[src/ircstrip_pkg.sv]
// Shared types and constants for the IRC control code stripper.
// No dependencies; used by irc_control_code_stripper_top.
`timescale 1ns / 1ps
`default_nettype none

package ircstrip_pkg;

   // Byte codes that steer the color sequence
   localparam logic [7:0] COLOR_BYTE = 8'd3;
   localparam logic [7:0] COMMA_BYTE = 8'd44;
   localparam logic [7:0] FIRST_KEPT = 8'd32;
   localparam logic [7:0] DIGIT_LO   = 8'd48;
   localparam logic [7:0] DIGIT_HI   = 8'd57;

   // Color sequence phase, one-hot
   typedef enum logic [5:0] {
      PH_PLAIN = 6'b000001,   // ordinary text
      PH_COLOR = 6'b000010,   // color byte seen
      PH_FG1   = 6'b000100,   // one foreground digit taken
      PH_FG2   = 6'b001000,   // two foreground digits taken
      PH_COMMA = 6'b010000,   // comma taken
      PH_BG1   = 6'b100000    // one background digit taken
   } phase_type;

endpackage

`default_nettype wire

[src/irc_control_code_stripper_top.sv]
// A kept byte passes through the input register and then the result register to rsp_.
// Throughput: one byte per clock except when a full result register stalls;
// the input and result registers advance together, and the phase register
// updates once per byte. A byte that is dropped produces no rsp_ beat.
// Reset (synchronous, active high) empties both registers and returns the
// color phase to plain text.
`timescale 1ns / 1ps
`default_nettype none

module irc_control_code_stripper_top (
   input  wire logic       clock,
   input  wire logic       reset,
   input  wire logic       req_valid,
   output logic            req_ready,
   input  wire logic [7:0] req_text_byte,
   input  wire logic       req_starts_text,
   output logic            rsp_valid,
   input  wire logic       rsp_ready,
   output logic [7:0]      rsp_kept_byte
);

   // Input register
   logic       in_valid_ff, in_valid_in;
   logic [7:0] in_byte_ff;
   logic       in_starts_ff;

   // Phase and result register
   ircstrip_pkg::phase_type phase_ff, phase_in;
   logic       out_valid_ff, out_valid_in;
   logic [7:0] out_byte_ff;

   logic       is_digit;
   logic       is_comma;
   logic       swallow;
   logic       keep;
   logic       advance;
   ircstrip_pkg::phase_type cur_phase;
   ircstrip_pkg::phase_type seq_phase;

   // Classify the byte in the input register
   assign is_digit = (in_byte_ff >= ircstrip_pkg::DIGIT_LO) &&
                     (in_byte_ff <= ircstrip_pkg::DIGIT_HI);
   assign is_comma = (in_byte_ff == ircstrip_pkg::COMMA_BYTE);
   assign cur_phase = in_starts_ff ? ircstrip_pkg::PH_PLAIN : phase_ff;

   // Color sequence step; a byte that does not fit falls back to plain text
   always_comb begin
      swallow   = 1'b0;
      seq_phase = ircstrip_pkg::PH_PLAIN;
      case (cur_phase)
         ircstrip_pkg::PH_COLOR: begin
            if (is_digit) begin
               swallow   = 1'b1;
               seq_phase = ircstrip_pkg::PH_FG1;
            end
         end
         ircstrip_pkg::PH_FG1: begin
            if (is_digit) begin
               swallow   = 1'b1;
               seq_phase = ircstrip_pkg::PH_FG2;
            end else if (is_comma) begin
               swallow   = 1'b1;
               seq_phase = ircstrip_pkg::PH_COMMA;
            end
         end
         ircstrip_pkg::PH_FG2: begin
            if (is_comma) begin
               swallow   = 1'b1;
               seq_phase = ircstrip_pkg::PH_COMMA;
            end
         end
         ircstrip_pkg::PH_COMMA: begin
            if (is_digit) begin
               swallow   = 1'b1;
               seq_phase = ircstrip_pkg::PH_BG1;
            end
         end
         ircstrip_pkg::PH_BG1: begin
            // second background digit closes the sequence
            if (is_digit) begin
               swallow   = 1'b1;
               seq_phase = ircstrip_pkg::PH_PLAIN;
            end
         end
         default: begin
            swallow   = 1'b0;
            seq_phase = ircstrip_pkg::PH_PLAIN;
         end
      endcase
   end

   // Plain text handling when the sequence did not take the byte
   always_comb begin
      keep     = 1'b0;
      phase_in = phase_ff;
      if (swallow) begin
         phase_in = seq_phase;
      end else if (in_byte_ff == ircstrip_pkg::COLOR_BYTE) begin
         phase_in = ircstrip_pkg::PH_COLOR;
      end else begin
         phase_in = ircstrip_pkg::PH_PLAIN;
         keep     = (in_byte_ff >= ircstrip_pkg::FIRST_KEPT);
      end
   end

   // Input beat moves on unless it must land in a full, stalled result register
   assign advance      = in_valid_ff && (!keep || !out_valid_ff || rsp_ready);
   assign req_ready    = !in_valid_ff || advance;
   assign in_valid_in  = req_valid ? 1'b1 : (in_valid_ff && !advance);
   assign out_valid_in = (advance && keep) ? 1'b1 : (out_valid_ff && !rsp_ready);

   // Control registers
   always_ff @(posedge clock) begin
      if (reset) begin
         in_valid_ff  <= 1'b0;
         out_valid_ff <= 1'b0;
         phase_ff     <= ircstrip_pkg::PH_PLAIN;
      end else begin
         if (req_ready) begin
            in_valid_ff <= in_valid_in;
         end
         out_valid_ff <= out_valid_in;
         if (advance) begin
            phase_ff <= phase_in;
         end
      end
   end

   // Payload registers
   always_ff @(posedge clock) begin
      if (req_valid && req_ready) begin
         in_byte_ff   <= req_text_byte;
         in_starts_ff <= req_starts_text;
      end
      if (advance && keep) begin
         out_byte_ff <= in_byte_ff;
      end
   end

   assign rsp_valid     = out_valid_ff;
   assign rsp_kept_byte = out_byte_ff;

   // A kept byte is never a control byte
   assert property (@(posedge clock) disable iff (reset)
      out_valid_ff |-> (out_byte_ff >= ircstrip_pkg::FIRST_KEPT))
      else $error("control byte reached the result register");

   // Phase register stays one-hot
   assert property (@(posedge clock) disable iff (reset)
      $onehot(phase_ff))
      else $error("color phase is not one-hot");

   // The input register only stalls behind a full, stalled result register
   assert property (@(posedge clock) disable iff (reset)
      (in_valid_ff && !advance) |-> (out_valid_ff && !rsp_ready && keep))
      else $error("input stalled without a result back-pressure");

   // A dropped byte never produces a new result beat
   assert property (@(posedge clock) disable iff (reset)
      (advance && !keep && !out_valid_ff) |=> !out_valid_ff)
      else $error("dropped byte produced a result");

endmodule

`default_nettype wire

[config.mk]
export PLATFORM = sky130hd
export DESIGN_NAME = irc_control_code_stripper_top
export DESIGN_NICKNAME = d
export VERILOG_FILES = /design/src/ircstrip_pkg.sv /design/src/irc_control_code_stripper_top.sv
export SDC_FILE = /design/constraint.sdc
export NUM_CORES = 1
export LEC_CHECK = 0
export BUFFER_PORTS_ARGS = -buffer_cell sky130_fd_sc_hd__clkbuf_2
export CORE_MARGIN = 1
export CORE_UTILIZATION = 40
export DETAILED_ROUTE_END_ITERATION = 6
export PLACE_DENSITY_LB_ADDON = 0.2
export SLEW_MARGIN = 20
export SYNTH_ARGS = -nofsm -noshare
export SYNTH_HDL_FRONTEND = slang
export SYNTH_SLANG_ARGS = --single-unit
[constraint.sdc]
create_clock -name clock -period 6.92 [get_ports clock]
set_input_delay 1.384 -clock clock [delete_from_list [all_inputs] [get_ports clock]]
set_output_delay 1.384 -clock clock [all_outputs]
set_load 0.05 [all_outputs]
==> impl_metrics.toml <==
[critical_path]
start_kind = "input pin"
critPathMostFrequentCell = "clkbuf_2"
path_class = "in -> out"
arrival_ps = 2370
cpMaxStageDelayCell = "nor2b_1"
cp-end-kind = "primary output"
crit_path_max_incr_delay_ps = 430
crit_fanout = 7
cp.required_ps = 5540
crit_chain = "clkbuf_2 -> nor2b_1 -> nand4_1 -> clkbuf_2"

[placement]
place.port_buffers = 22
place_congestion = 0.723
place_area_sq_um = 1260
hpwl_um = 1390

[clocking]
cts_buffers = 3
cts_sinks = 25
ctsRootBufferMaster = "clkbuf_4"
max-clock-path-buffers = 2
cts_tree = "built"
post-cts-setup-buffers = 0
clk_latency_ps = 320
cts_hold_buf = 0
post_cts_resized = 0
path_clk_slew_ps = 140
htree_num_levels = 1

[synthesis]
synth.distinct_cells = 38
syn_inst = 88
yosys-top-cells-area = "edfxtp_1 (45%), dfxtp_1 (14%), nor2b_1 (2.7%)"
ys_top_cells_by_count = "edfxtp_1 (17), dfxtp_1 (8), nor3_1 (6), nor2_1 (5), nor2b_1 (5)"
synth_seq_cells = 25
synth_area_sq_um = 1140
synth_warnings = 0
ys_seq_area_share_pct = 58.8
synth_top_area_share_pct = 44.7
synth_flop_cell = "edfxtp_1"
yosysMostFrequentCell = "edfxtp_1"
syn_area_per_cell_sq_um = 13.0
syn_nets = 101
synth_top_cell_by_area = "edfxtp_1"
synth-edff-count = 17
async_reset_ff_share_pct = 0

[drt]
antenna_left = 0
drc = 0
drt_pass1_iterations = 4
routed_wl_um = 1810
drt_iter0_drc = 16
viasPerCell = 5.29
wire_per_inst_um = 12.7
vias = 751

[final_layout]
fillers = 254
multi_input_area_sq_um = 433
layout.nets = 125
drive_gt1_share_pct = 30.6
antenna_cells = 0
area_delta_synth_final_pct = 13.5
fin_area_sq_um = 1290
regArea_sq_um = 671

[timing]
slew_headroom_pct = 48.5
report.final.slew_viol_count = 0
rsz0062_at_grt = "no"
fin_skew_ps = 3.65
max_freq_mhz = 266
finalSetupViolCount = 0
final_hold_viol_count = 0
worstMarginPinSlew_ps = 772
period_minus_slack_ps = 3760
post-route-period-util_pct = 54.3
fin_setup_tns_ps = 0

[grt]
antenna_found_initial = 0
grt_max_degree = 17
grtUsageMet2_pct = 18.8
grt-busiest-layer = "met2"
grt_pass1_wl_um = 3020
grt_use_met1_pct = 16.5
grt_usage_pct = 12.8
grt-ovfl-total = 0
met3_usage_pct = 3.75
grt_pass1_vias = 672

[power]
ir_worst_vdd_v = 0.000147
leakage_uw = 0.000495
power_density_nw_per_um2 = 206
total_power_uw = 266

[outcome]
status = "complete, no violations"

[die]
die_y_um = 55.4
dieArea_sq_um = 3070
initial_core_util_pct = 41.7
rows = 19
die_x_um = 55.4
design.core.area_sq_um = 2730
ios = 23

[job]
cap_viol_max_count = 0

[worst_hold_path]
holdCritPathClass = "reg -> reg"
path summary, 6_finish.rpt:
check	from	to	slack, ps	cells after the start
hold / removal	in_byte_ff[7]	rsp_kept_byte[7]	530	0
setup reg to reg	phase_ff[4]	in_byte_ff[7]	4270	5
setup / recovery	rsp_ready	req_ready	3160	4
hold reg to reg	in_byte_ff[7]	rsp_kept_byte[7]	530	0
report_power, final:
part           leakage (uW)  internal [uW]  switching (uW)
Clock             0.0000183           23.5            45.9
Combinational      0.000249           8.61            17.4
Sequential         0.000228            167            4.20
critical path: cells and delay by family:
| kind | cells | cell delay (ps) |
|---|---|---|
| simple gates | 2 | 630 |
| buf+inv | 2 | 360 |
layout by cell type (no fill, tap or decap), types with 3 or more instances in the layout:
cell	n
inv_1	3
clkbuf_2	22
nor3_1	6
edfxtp_1	17
nand4_1	4
clkbuf_4	3
nor2_1	5
nor2b_1	5
dfxtp_1	8
nand3_1	3
layout make-up:
cell class	count	area share, %
inverters	3	0.870
well taps	31	3.00
flip-flops and latches	25	51.8
clock inverters	1	0.676
repair buffers	22	8.50
multi-input cells	57	33.4
clock buffers	3	1.74
per-stage QoR:
step | util, % | cells | hold WS (ps) | worst slack (ps)
floorplan | - | 88 | 458 | 3170
global placement | 46.2 | 138 | 499 | 3200
detailed placement | 46.2 | 138 | 496 | 3150
CTS | 47.4 | 142 | 530 | 3150
global route | 47.4 | 142 | 557 | 3080
finish | 47.4 | 142 | 532 | 3160
per-layer routing:
layer,part of all wire [%],vias to the layer above
met5,0,-
met4,2.2,0
met3,5.3,4
met2,44,24
met1,48,340
li1,-,383
registers in the layout (all words and copies together), names as in the netlist:
register / cells
rsp_valid: 1
in_valid_ff: 1
phase_ff: 6
rsp_kept_byte: 8
in_byte_ff: 8
in_starts_ff: 1
kinds of logic after synthesis:
logic type	share of synthesized area [%]
flops	58.8
buf+inv	3.29
simple gates	19.7
mux	4.06
xor+xnor	2.30
compound gates	11.8
Note: power is estimated with default switching activity, not from simulation.
